==> src/sv/spim_pkg.sv <==
// Shared types, constants and request decoding for the SPI register access master.
package spim_pkg;

	// Queue depths used as defaults by the top level
	localparam int CMD_DEPTH_DEF = 4;
	localparam int RES_DEPTH_DEF = 4;

	// Configuration register indexes and reset values
	localparam int CFG_IDX_W = 1;
	localparam logic [CFG_IDX_W-1:0] CFG_POLL_LIMIT = 1'b0;
	localparam logic [CFG_IDX_W-1:0] CFG_BURST_BIT  = 1'b1;
	localparam logic [15:0] POLL_LIMIT_RST = 16'd1000;
	localparam logic [7:0]  BURST_BIT_RST  = 8'h40;

	// Header masks and the filler byte clocked out during a read
	localparam logic [7:0] WRITE_MASK = 8'h7F;
	localparam logic [7:0] READ_FLAG  = 8'h80;
	localparam logic [7:0] PAD_BYTE   = 8'h00;

	// Request type codes on the input port
	localparam logic [2:0] REQ_TICK   = 3'd0;
	localparam logic [2:0] REQ_WRITE  = 3'd1;
	localparam logic [2:0] REQ_READ   = 3'd2;
	localparam logic [2:0] REQ_STROBE = 3'd3;
	localparam logic [2:0] REQ_BURST  = 3'd4;
	localparam logic [2:0] REQ_DATA   = 3'd5;

	typedef enum logic [2:0] {
		K_TICK,
		K_WRITE,
		K_READ,
		K_STROBE,
		K_BURST,
		K_DATA,
		K_BAD
	} kind_t;

	typedef enum logic [2:0] {
		PH_IDLE,
		PH_WAIT,
		PH_LO,
		PH_HI,
		PH_END,
		PH_HOLD
	} phase_t;

	typedef struct packed {
		kind_t       kind;
		logic [7:0]  address;
		logic [7:0]  data;
		logic        last;
		logic        miso;
	} cmd_t;

	typedef struct packed {
		logic        cs_level;
		logic        sck_level;
		logic        mosi_level;
		logic        busy_res;
		logic [7:0]  read_data;
		logic        read_valid;
		logic        rejected;
		logic        timed_out;
	} res_t;

	function automatic kind_t classify(input logic [2:0] req);
		kind_t k;
		begin
			unique case (req)
				REQ_TICK:   k = K_TICK;
				REQ_WRITE:  k = K_WRITE;
				REQ_READ:   k = K_READ;
				REQ_STROBE: k = K_STROBE;
				REQ_BURST:  k = K_BURST;
				REQ_DATA:   k = K_DATA;
				default:    k = K_BAD;
			endcase
			return k;
		end
	endfunction

endpackage

==> src/sv/spim_fifo.sv <==
// Small synchronous queue with a registered entry array and occupancy count.
module spim_fifo
	import spim_pkg::*;
#(
	parameter int WIDTH = 8,
	parameter int DEPTH = CMD_DEPTH_DEF
) (
	input  logic             clk,
	input  logic             arst_n,
	input  logic             wr_en,
	input  logic [WIDTH-1:0] wr_data,
	output logic             full,
	input  logic             rd_en,
	output logic [WIDTH-1:0] rd_data,
	output logic             empty
);
	localparam int PTR_W = (DEPTH > 1) ? $clog2(DEPTH) : 1;
	localparam int CNT_W = $clog2(DEPTH + 1);
	localparam logic [PTR_W-1:0] LAST_PTR = PTR_W'(DEPTH - 1);
	localparam logic [CNT_W-1:0] FULL_CNT = CNT_W'(DEPTH);

	logic [WIDTH-1:0] mem_q [DEPTH];
	logic [PTR_W-1:0] wr_ptr_q;
	logic [PTR_W-1:0] rd_ptr_q;
	logic [CNT_W-1:0] count_q;
	logic             do_wr;
	logic             do_rd;

	assign full    = (count_q == FULL_CNT);
	assign empty   = (count_q == '0);
	assign do_wr   = wr_en && !full;
	assign do_rd   = rd_en && !empty;
	assign rd_data = mem_q[rd_ptr_q];

	always_ff @(posedge clk) begin
		if (do_wr) begin
			mem_q[wr_ptr_q] <= wr_data;
		end
	end

	always_ff @(posedge clk or negedge arst_n) begin
		if (!arst_n) begin
			wr_ptr_q <= '0;
			rd_ptr_q <= '0;
			count_q  <= '0;
		end else begin
			if (do_wr) begin
				wr_ptr_q <= (wr_ptr_q == LAST_PTR) ? '0 : wr_ptr_q + 1'b1;
			end
			if (do_rd) begin
				rd_ptr_q <= (rd_ptr_q == LAST_PTR) ? '0 : rd_ptr_q + 1'b1;
			end
			if (do_wr && !do_rd) begin
				count_q <= count_q + 1'b1;
			end else if (do_rd && !do_wr) begin
				count_q <= count_q - 1'b1;
			end
		end
	end

endmodule

==> src/sv/spim_front.sv <==
// Front end: decode each request into a command and queue it for the engine.
module spim_front
	import spim_pkg::*;
#(
	parameter int CMD_DEPTH = CMD_DEPTH_DEF
) (
	input  logic       clk,
	input  logic       arst_n,
	input  logic       push,
	output logic       full,
	input  logic [2:0] req_type,
	input  logic [7:0] address,
	input  logic [7:0] data,
	input  logic       last,
	input  logic       miso,
	output logic       cmd_valid,
	output cmd_t       cmd,
	input  logic       cmd_take
);
	cmd_t cmd_in;
	logic cmd_empty;

	always_comb begin
		cmd_in.kind    = classify(req_type);
		cmd_in.address = address;
		cmd_in.data    = data;
		cmd_in.last    = last;
		cmd_in.miso    = miso;
	end

	spim_fifo #(
		.WIDTH($bits(cmd_t)),
		.DEPTH(CMD_DEPTH)
	) u_cmd_q (
		.clk    (clk),
		.arst_n (arst_n),
		.wr_en  (push),
		.wr_data(cmd_in),
		.full   (full),
		.rd_en  (cmd_take),
		.rd_data(cmd),
		.empty  (cmd_empty)
	);

	assign cmd_valid = !cmd_empty;

endmodule

==> src/sv/spim_back.sv <==
// Back end: pin sequencer that executes one queued command per cycle while the result queue has room.
module spim_back
	import spim_pkg::*;
(
	input  logic        clk,
	input  logic        arst_n,
	input  logic [15:0] poll_limit,
	input  logic [7:0]  burst_bit,
	input  logic        cmd_valid,
	input  cmd_t        cmd,
	output logic        cmd_take,
	input  logic        res_room,
	output logic        res_push,
	output res_t        res
);
	phase_t      phase_q, phase_d;
	logic [2:0]  bit_pos_q, bit_pos_d;
	logic [7:0]  out_shift_q, out_shift_d;
	logic [7:0]  in_shift_q, in_shift_d;
	logic [15:0] poll_q, poll_d;
	logic [7:0]  pend_byte_q, pend_byte_d;
	logic        has_pend_q, has_pend_d;
	logic        is_read_q, is_read_d;
	logic        burst_open_q, burst_open_d;
	logic        release_q, release_d;
	logic        cs_q, cs_d;
	logic        sck_q, sck_d;
	logic        mosi_q, mosi_d;

	logic [15:0] poll_inc;
	logic [7:0]  header;
	logic [7:0]  second;
	logic        is_cmd;

	assign cmd_take = cmd_valid && res_room;
	assign res_push = cmd_take;
	assign poll_inc = poll_q + 16'd1;
	assign is_cmd   = (cmd.kind == K_WRITE) || (cmd.kind == K_READ) ||
	                  (cmd.kind == K_STROBE) || (cmd.kind == K_BURST);

	always_comb begin
		unique case (cmd.kind)
			K_WRITE: begin
				header = cmd.address & WRITE_MASK;
				second = cmd.data;
			end
			K_READ: begin
				header = cmd.address | READ_FLAG;
				second = PAD_BYTE;
			end
			K_BURST: begin
				header = cmd.address | burst_bit;
				second = PAD_BYTE;
			end
			default: begin
				header = cmd.address;
				second = PAD_BYTE;
			end
		endcase
	end

	// Next state
	always_comb begin
		phase_d      = phase_q;
		bit_pos_d    = bit_pos_q;
		out_shift_d  = out_shift_q;
		in_shift_d   = in_shift_q;
		poll_d       = poll_q;
		pend_byte_d  = pend_byte_q;
		has_pend_d   = has_pend_q;
		is_read_d    = is_read_q;
		burst_open_d = burst_open_q;
		release_d    = release_q;
		cs_d         = cs_q;
		sck_d        = sck_q;
		mosi_d       = mosi_q;
		if (cmd_take) begin
			if (is_cmd) begin
				if (phase_q == PH_IDLE) begin
					is_read_d    = (cmd.kind == K_READ);
					burst_open_d = (cmd.kind == K_BURST);
					release_d    = (cmd.kind == K_BURST) && cmd.last;
					out_shift_d  = header;
					pend_byte_d  = second;
					has_pend_d   = (cmd.kind == K_WRITE) || (cmd.kind == K_READ);
					poll_d       = '0;
					in_shift_d   = '0;
					bit_pos_d    = 3'd7;
					cs_d         = 1'b0;
					phase_d      = PH_WAIT;
				end
			end else if (cmd.kind == K_DATA) begin
				if (phase_q == PH_HOLD) begin
					out_shift_d = cmd.data;
					release_d   = cmd.last;
					in_shift_d  = '0;
					bit_pos_d   = 3'd7;
					phase_d     = PH_LO;
				end
			end else if (cmd.kind == K_TICK) begin
				unique case (phase_q)
					PH_WAIT: begin
						poll_d = poll_inc;
						if (!cmd.miso || (poll_inc >= poll_limit)) begin
							phase_d = PH_LO;
						end
					end
					PH_LO: begin
						sck_d   = 1'b0;
						mosi_d  = out_shift_q[bit_pos_q];
						phase_d = PH_HI;
					end
					PH_HI: begin
						sck_d      = 1'b1;
						in_shift_d = {in_shift_q[6:0], cmd.miso};
						if (bit_pos_q != 3'd0) begin
							bit_pos_d = bit_pos_q - 3'd1;
							phase_d   = PH_LO;
						end else if (has_pend_q) begin
							out_shift_d = pend_byte_q;
							has_pend_d  = 1'b0;
							in_shift_d  = '0;
							bit_pos_d   = 3'd7;
							phase_d     = PH_LO;
						end else if (burst_open_q && !release_q) begin
							bit_pos_d = 3'd7;
							phase_d   = PH_HOLD;
						end else begin
							bit_pos_d = 3'd7;
							phase_d   = PH_END;
						end
					end
					PH_END: begin
						sck_d        = 1'b0;
						cs_d         = 1'b1;
						is_read_d    = 1'b0;
						burst_open_d = 1'b0;
						release_d    = 1'b0;
						phase_d      = PH_IDLE;
					end
					PH_HOLD: begin
						sck_d = 1'b0;
					end
					default: begin
						phase_d = PH_IDLE;
					end
				endcase
			end
		end
	end

	// Result outputs
	always_comb begin
		res.cs_level   = cs_d;
		res.sck_level  = sck_d;
		res.mosi_level = mosi_d;
		res.busy_res   = (phase_d != PH_IDLE);
		res.rejected   = (is_cmd && (phase_q != PH_IDLE)) ||
		                 ((cmd.kind == K_DATA) && (phase_q != PH_HOLD)) ||
		                 (cmd.kind == K_BAD);
		res.timed_out  = (cmd.kind == K_TICK) && (phase_q == PH_WAIT) && cmd.miso &&
		                 (poll_inc >= poll_limit);
		res.read_valid = (cmd.kind == K_TICK) && (phase_q == PH_END) && is_read_q;
		res.read_data  = res.read_valid ? in_shift_q : 8'h00;
	end

	always_ff @(posedge clk or negedge arst_n) begin
		if (!arst_n) begin
			phase_q      <= PH_IDLE;
			bit_pos_q    <= 3'd7;
			out_shift_q  <= '0;
			in_shift_q   <= '0;
			poll_q       <= '0;
			pend_byte_q  <= '0;
			has_pend_q   <= 1'b0;
			is_read_q    <= 1'b0;
			burst_open_q <= 1'b0;
			release_q    <= 1'b0;
			cs_q         <= 1'b1;
			sck_q        <= 1'b0;
			mosi_q       <= 1'b0;
		end else begin
			phase_q      <= phase_d;
			bit_pos_q    <= bit_pos_d;
			out_shift_q  <= out_shift_d;
			in_shift_q   <= in_shift_d;
			poll_q       <= poll_d;
			pend_byte_q  <= pend_byte_d;
			has_pend_q   <= has_pend_d;
			is_read_q    <= is_read_d;
			burst_open_q <= burst_open_d;
			release_q    <= release_d;
			cs_q         <= cs_d;
			sck_q        <= sck_d;
			mosi_q       <= mosi_d;
		end
	end

endmodule

==> src/sv/spi_register_access_master.sv <==
// SPI mode-0 register access master: top level with queues and configuration registers.
//
// Pin-level SPI mode-0 master for a radio chip register port. Each request
// is one of: tick, write register, read register, strobe, burst start or
// burst data. Every accepted request yields exactly one result that carries
// the chip select, SCK and MOSI levels after that request, a busy flag, the
// captured read byte with its valid bit, a rejected flag and a timeout flag.
// A command drops chip select and enters a ready wait that polls MISO on
// each tick until it reads low or poll_limit polls have gone by; the
// access proceeds in both cases. Each following tick is one SCK half-period,
// MSB first, with MISO sampled on the rising half. Commands arriving while an
// access is in progress, burst data outside an open burst, and unknown
// request types are rejected and change nothing. Throughput is one request
// per clock while the result queue has room: the front queue takes requests,
// and the engine retires one per cycle through a registered state update into
// the result queue, where a request's result is written when the engine takes
// the request from the request queue and waits there until it is popped.
// Either side may stall freely; full rises only when the request queue fills,
// which happens only when results are not being popped. Configuration writes
// are always ready and take effect on the next clock; write them only while idle.
module spi_register_access_master
	import spim_pkg::*;
#(
	parameter int CMD_DEPTH = CMD_DEPTH_DEF,
	parameter int RES_DEPTH = RES_DEPTH_DEF
) (
	input  logic                 clk,
	input  logic                 arst_n,
	// request side
	input  logic                 push,
	output logic                 full,
	input  logic [2:0]           req_type,
	input  logic [7:0]           address,
	input  logic [7:0]           data,
	input  logic                 last,
	input  logic                 miso,
	// result side
	output logic                 empty,
	input  logic                 pop,
	output logic                 cs_level,
	output logic                 sck_level,
	output logic                 mosi_level,
	output logic                 busy_res,
	output logic [7:0]           read_data,
	output logic                 read_valid,
	output logic                 rejected,
	output logic                 timed_out,
	// configuration write channel
	input  logic                 cfg_valid,
	output logic                 cfg_ready,
	input  logic [CFG_IDX_W-1:0] cfg_index,
	input  logic [15:0]          cfg_data
);
	logic [15:0] poll_limit_q;
	logic [7:0]  burst_bit_q;

	logic cmd_valid;
	cmd_t cmd;
	logic cmd_take;
	logic res_push;
	res_t res_in;
	res_t res_out;
	logic res_full;

	// Configuration registers; no backpressure on this channel
	assign cfg_ready = 1'b1;

	always_ff @(posedge clk or negedge arst_n) begin
		if (!arst_n) begin
			poll_limit_q <= POLL_LIMIT_RST;
			burst_bit_q  <= BURST_BIT_RST;
		end else if (cfg_valid && cfg_ready) begin
			if (cfg_index == CFG_POLL_LIMIT) begin
				poll_limit_q <= cfg_data;
			end
			if (cfg_index == CFG_BURST_BIT) begin
				burst_bit_q <= cfg_data[7:0];
			end
		end
	end

	// Front: decode and hold requests until the engine takes them
	spim_front #(
		.CMD_DEPTH(CMD_DEPTH)
	) u_front (
		.clk      (clk),
		.arst_n   (arst_n),
		.push     (push),
		.full     (full),
		.req_type (req_type),
		.address  (address),
		.data     (data),
		.last     (last),
		.miso     (miso),
		.cmd_valid(cmd_valid),
		.cmd      (cmd),
		.cmd_take (cmd_take)
	);

	// Back: advance the pin sequencer one request per cycle while there is room
	spim_back u_back (
		.clk       (clk),
		.arst_n    (arst_n),
		.poll_limit(poll_limit_q),
		.burst_bit (burst_bit_q),
		.cmd_valid (cmd_valid),
		.cmd       (cmd),
		.cmd_take  (cmd_take),
		.res_room  (!res_full),
		.res_push  (res_push),
		.res       (res_in)
	);

	// Result queue decouples the engine from the consumer
	spim_fifo #(
		.WIDTH($bits(res_t)),
		.DEPTH(RES_DEPTH)
	) u_res_q (
		.clk    (clk),
		.arst_n (arst_n),
		.wr_en  (res_push),
		.wr_data(res_in),
		.full   (res_full),
		.rd_en  (pop),
		.rd_data(res_out),
		.empty  (empty)
	);

	assign cs_level   = res_out.cs_level;
	assign sck_level  = res_out.sck_level;
	assign mosi_level = res_out.mosi_level;
	assign busy_res   = res_out.busy_res;
	assign read_data  = res_out.read_data;
	assign read_valid = res_out.read_valid;
	assign rejected   = res_out.rejected;
	assign timed_out  = res_out.timed_out;

	// Engine never writes into a full result queue
	a_no_res_overflow: assert property (@(posedge clk) disable iff (!arst_n)
		res_push |-> !res_full)
		else $error("result written while result queue full");

	// Chip select is low exactly while an access is in progress
	a_cs_tracks_busy: assert property (@(posedge clk) disable iff (!arst_n)
		res_push |-> (res_in.cs_level == !res_in.busy_res))
		else $error("chip select disagrees with busy");

	// A completed read ends the access
	a_read_ends_access: assert property (@(posedge clk) disable iff (!arst_n)
		(res_push && res_in.read_valid) |-> !res_in.busy_res)
		else $error("read completed while still busy");

	// Timeout and read completion never come from the same request
	a_tout_excl_read: assert property (@(posedge clk) disable iff (!arst_n)
		res_push |-> !(res_in.timed_out && res_in.read_valid))
		else $error("timeout and read valid together");

endmodule

==> config.mk <==
export PLATFORM = sky130hd
export DESIGN_NAME = spi_register_access_master
export DESIGN_NICKNAME = d
export VERILOG_FILES = /design/src/sv/spim_pkg.sv /design/src/sv/spim_fifo.sv /design/src/sv/spim_front.sv /design/src/sv/spim_back.sv /design/src/sv/spi_register_access_master.sv
export SDC_FILE = /design/constraint.sdc
export NUM_CORES = 1
export LEC_CHECK = 0
export BUFFER_PORTS_ARGS = -buffer_cell sky130_fd_sc_hd__buf_2
export CAP_MARGIN = 20
export CELL_PAD_IN_SITES_DETAIL_PLACEMENT = 2
export CELL_PAD_IN_SITES_GLOBAL_PLACEMENT = 2
export CORE_ASPECT_RATIO = 2
export CORE_MARGIN = 3
export CORE_UTILIZATION = 39
export CTS_CLUSTER_DIAMETER = 200
export DETAILED_ROUTE_END_ITERATION = 6
export GPL_ROUTABILITY_DRIVEN = 1
export PLACE_DENSITY = 0.8
export SYNTH_ARGS = -nofsm -noshare
export SYNTH_HDL_FRONTEND = slang
export SYNTH_HIERARCHICAL = 1
export SYNTH_SLANG_ARGS = --single-unit
==> constraint.sdc <==
create_clock -name clk -period 3.5 [get_ports clk]
set_input_delay 0.35 -clock clk [delete_from_list [all_inputs] [get_ports clk]]
set_output_delay 0.35 -clock clk [all_outputs]
set_load 0.01 [all_outputs]
# Yosys cells after proc, flatten, opt, wreduce, memory -nomap -nowiden
# Memory sizes are Yosys's and may differ from the RTL's.
# Cells that the tools add are included.
[classes]
n_addsub = 10
n_mul = 0
n_div = 0
n_lt_le_gt_ge = 2
eq_ne = 28
shift = 0
muxes = 90
bitwise = 2
n_reduce_logical = 62
[op_table]
columns = ["operator", "n"]
rows = [
  ["$mux W8", 18],
  ["$mux W16", 5],
  ["$mux W3", 20],
  ["$mux W1", 38],
  ["$eq A3 B3 Y1 const B", 9],
  ["$pmux W8 S3", 1],
  ["$reduce_bool A3 Y1", 7],
  ["$reduce_and A5 Y1", 4],
  ["$eq A3 B2 Y1 const B", 6],
  ["$logic_and A1 B1 Y1", 18],
  ["$pmux W3 S6", 1],
  ["$add A16 B1 Y16 const B", 1],
  ["$ge A16 B16 Y1", 1],
  ["$logic_not A3 Y1", 5],
  ["$pmux W3 S4", 1],
  ["$reduce_bool A2 Y1", 6],
  ["$logic_not A1 Y1", 10],
  ["$eq A3 B1 Y1 const B", 3],
  ["$sub A3 B1 Y3 const B", 3],
  ["$add A2 B1 Y2 const B", 4],
  ["$eq A2 B2 Y1 const B", 4],
  ["$mux W2", 4],
  ["$or A8 B8 Y8", 1],
  ["$reduce_and A7 Y1", 1],
  ["15 further kinds", 23],
]
[totals]
regBits = 91
latchBits = 0
ramBits = 144
mem_bits_ro = 0
output_inout_bits = 18
memories = 2
[memory_table]
columns = ["name", "words", "word_bits", "read_ports", "rd_clocked_by_memory_dff", "wr", "line_no", "rtl"]
rows = [
  ["u_front.u_cmd_q.mem_q", 4, 21, 1, 0, 1, "spim_fifo.sv:22", "logic [WIDTH-1:0] mem_q [DEPTH];"],
  ["u_res_q.mem_q", 4, 15, 1, 0, 1, "spim_fifo.sv:22", ""],
]

# Depth between registers and ports, before layout
[depth]
depth_word = 11
mapped_depth = 13
depth_no_buf = 12

# Hierarchy
# The synthesis kept the hierarchy.
[modules_own_cells]
columns = ["module", "instances", "cells_each", "area_per_inst_um2"]
rows = [
  ["spim_back", 1, 470, 3771.1],
  ["spim_fifo (u_front.u_cmd_q)", 1, 147, 3470.8],
  ["spim_fifo (u_res_q)", 1, 116, 2610.0],
  ["spi_register_access_master", 1, 55, 968.4],
  ["spim_front", 1, 4, 18.8],
]

# Worst setup path after synthesis
# No wires, ideal clock.
[synth_path]
path_type = "register to register"
start = "reg u_back.poll_q[0]"
end = "mem u_res_q/mem_q[0][11] (netlist name) (data pin)"
setup_ns = 0.286
arrival_ns = 3.118
required_ns = 3.214
path_slack_ns = 0.095
path_stages_with_launch = 12
synth_period_minus_slack_ns = 3.405
path_cell_list = "dfrtp_1 -> ha_1 -> nand3_1 -> nor4b_1 -> xor2_1 -> ha_1 -> and2_1 -> a221o_1 -> a21oi_1 -> and3_1 -> a21oi_1 -> or4b_1"
[synth_rtl]
columns = ["element", "line_no", "rtl"]
rows = [
  ["start: declaration", "spim_back.sv:20", "logic [15:0] poll_q, poll_d;"],
  ["start signal: assignment", "spim_back.sv:187", "poll_q <= poll_d;"],
  ["end: declaration", "spim_fifo.sv:22", ""],
]

==> impl_metrics.csv <==
group,metric,value,unit
detailed_routing,post_drt_wl_per_cell,21.9,um
sta,fin_hold_ws,0.0376,ns
global_route,grt_start_max_net_pins,57,
hold_path,min_path_type,"in2reg",
sta,setup_ws,-0.0596,ns
synth,syn_inst,792,
synth,avgSynthCellArea,13.7,um2
worst_setup_path,critPathRequiredTime,3.77,ns
worst_setup_path,reg2reg_from,"u_back/poll_q[1]",
synth,synth_top_flop_cell,"edfxtp_1",
cts,numCtsBuffers,23,
floorplanning,die_h,242,um
global_route,grt_pass1_vias,7815,
worst_setup_path,crit_type,"reg2reg",
layout,layout_common_cells,"edfxtp_1, dfrtp_1, nand2_1, buf_2, buf_4",
synth,yosysWarnings,6,
worst_setup_path,critPathLaunchType,"flip-flop",
synth,yosysSeqAreaShare,61.0,%
placement,gp_congestion,0.791,
detailed_routing,routed_wl,27400,um
sta,tns,-0.237,ns
cts,cts_root_buf,"clkbuf_16",
synth,synthesis.nets,868,
sta,fin_crit_sh,102,%
global_route,grt_antenna_before_repair,0,
detailed_routing,drtAntennaViolNets,0,
floorplanning,boundaryPins,61,
global_route,grt_use_total,18.6,%
job,max_cap_violations,0,
sta,slew_violations,0,
detailed_routing,drtPass1Iterations,4,
pwr,p_per_area,867,nW/um2
synth,synth_top_area_share,39.9,%
detailed_routing,via_count,6734,
synth,ys_seq_elements,235,
worst_setup_path,critPathLaunch,"u_back/poll_q[1]",
cts,cts_tree,"yes",
pwr,ir_drop,468,uV
floorplanning,start_util,40.0,%
status,violations,"negative setup slack",
sta,finalSetupViolCount,4,
floorplanning,dieArea,29900,um2
worst_setup_path,critical-path-top-delay-family,"simple AND/OR/NAND/NOR gates",
synth,synth_area,10800,um2
cts,clockBufferDepth,3,
floorplanning,die_w,124,um
synth,netlist-cell-type-count,64,
worst_setup_path,slowest_delay,0.57,ns
placement,postPlaceCellArea,11600,um2
detailed_routing,drt_first_iter_violations,183,
placement,dp_hpwl,19600,um
layout,postLayoutCellArea,12500,um2
sta,final_hold_viol_count,0,
synth,synth_top_cell_by_area,"edfxtp_1",
cts,clock_latency,0.53,ns
pwr,p_total,10.9,mW
sta,fin_skew,0.0222,ns
synth,synth_edf_count,144,
layout,syn2layout_area_growth,15.7,%
sta,layout_min_cycle_time,3.56,ns
floorplanning,rows,85,
cts,ctsHtreeMaxLevel,1,
layout,layout.cells.most_common,"edfxtp_1",
detailed_routing,vias_per_cell,5.39,
worst_setup_path,crit_chain,"ha_2 -> buf_4 -> and3_1 -> nand3_1 -> buf_4 -> xnor2_1 -> ha_1 -> nand2_1 -> o21ai_0 -> nand3_1 -> nand4b_1 -> a21oi_1 -> or4b_4",
layout,num_antenna_cells,0,
sta,tightestPinTransition,0.802,ns
placement,port_buffers,59,
floorplanning,core_region_area,27100,um2
global_route,grt_overflow,0,
worst_setup_path,worstSetupEndpointType,"flip-flop",
synth,synth_area_leaders,"edfxtp_1, dfrtp_1, mux4_2, ha_1, dfstp_2",
worst_setup_path,critPathBufInv,2,
layout,final_layout_size_suffix_gt1_share,27.7,%
cts,clk_pin_slew,0.07,ns
synth,async_flop_share,38.7,%
sta,fmax,0.281,GHz
cts,clkSinkCount,235,
hold_path,hp-start,"data[3]",
detailed_routing,drc,0,
pwr,p_leak,4.97,nW
worst_setup_path,critPathSlowestCell,"or4b_4",
global_route,grt_pass1_wl,43500,um
worst_setup_path,arrival,3.83,ns
layout,final_nets,961,
worst_setup_path,path_max_fanout,4,
sta,relSlewSlack,46.5,%
status,run_status,"finished, violations left",
[path summary, 6_finish.rpt]
path / endpoint / slack [ns] / cells after the start
max: u_res_q/mem_q[1][11] / -0.06 / 13
min: u_front/u_cmd_q/mem_q[1][5] / 0.04 / 1
max reg2reg: u_res_q/mem_q[1][11] / -0.06 / 13
min reg2reg: u_back/in_shift_q[7] / 0.47 / 2
max in group asynchronous: poll_limit_q[9] / 2.20 / 3
min in group asynchronous: u_front/u_cmd_q/rd_ptr_q[1] / 0.42 / 2
[power by group]
part	switching [mW]	leakage, nW	internal [mW]
sequential	0.460	2.46	3.83
clock	1.07	0.354	1.38
combinational	2.35	2.15	1.77
[worst reg2reg max path, delay by kind of cell, from the launching register on]
family,cells,cell delay [ns]
simple gates,6,1.31
fa+ha+maj,2,0.53
buf+inv,2,0.31
xor+xnor,1,0.12
flops,1,0.42
compound gates,2,0.62
[cells by family after synthesis]
kind of cell / share of synthesized area, %
adder cells (fa/ha/maj): 3.95
other: 0.0346
AO/OA/AOI/OAI: 7.36
AND/OR/NAND/NOR: 10.2
flip-flops: 61.0
multiplexers: 12.4
XOR/XNOR: 1.70
buffers and inverters: 3.24
[synth_stat cells (2+ instances only)]
library cell	number
o31ai_2	2
dfstp_2	11
nor3b_2	2
and3_1	8
mux2i_1	8
dfrtp_1	80
nor3b_1	2
a21o_1	5
o21ai_0	50
a22o_1	5
a21oi_1	35
nand2_1	76
a21boi_0	2
a211oi_1	9
fa_1	2
nor2_1	35
nand4_1	5
buf_4	9
edfxtp_1	144
clkbuf_1	20
nand4b_1	2
inv_1	30
nand2b_1	6
nand3_1	15
or3_1	5
nor2b_1	10
nor3_1	19
mux4_2	38
nand3b_1	6
buf_6	2
and2_1	20
xnor2_1	10
xor2_1	11
o31ai_1	7
buf_2	11
mux2_4	14
a22oi_1	2
ha_1	31
mux2_2	18
[state kept, by name, summed over array words and instances, names as in the netlist, 3 cells and up]
register                 cells
u_back/phase_q               3
u_back/out_shift_q           8
u_back/pend_byte_q           8
u_back/poll_q               16
u_back/in_shift_q            8
burst_bit_q                  8
u_res_q/mem_q               60
u_front/u_cmd_q/count_q      3
poll_limit_q                16
u_back/bit_pos_q             3
u_front/u_cmd_q/mem_q       84
u_res_q/count_q              3
[what timing repair did]
action	CTS	global route
buffers inserted	0	9
hold endpoints to repair	46	0
gates cloned	0	0
hold buffers	1	0
endpoints found under the setup margin	4	8
pin swaps	0	4
resized for setup	6	11
[through the flow]
stage | instances | utilization, % | setup slack, ns
CTS | 1239 | 45.7 | 0.0290
floorplan | 792 | - | 0.0952
global route | 1250 | 46.2 | -0.152
finish | 1250 | 46.2 | -0.0596
detailed placement | 1196 | 42.9 | -0.137
global placement | 1196 | 42.9 | 0.186
[final cells by class]
class                      instances  area, um2
clock buffer                      29        608
clock inverter                    13        120
fill                            2631      14600
inverter                          30        113
multi-input combinational        483       3930
sequential                       235       6620
tap                              348        435
timing repair buffer             112        716
[metal layers]
metal | part of all wire [%] | vias up | GRT usage [%] | wire (um)
li1 | - | 3104 | - | -
met1 | 35 | 3505 | 19.9 | 9690
met2 | 59 | 86 | 36.6 | 16300
met3 | 2.6 | 39 | 2.20 | 708
met4 | 2.7 | 0 | 5.35 | 730
met5 | 0 | - | 0 | 0
No activity file was read; power rests on OpenSTA's default activity.
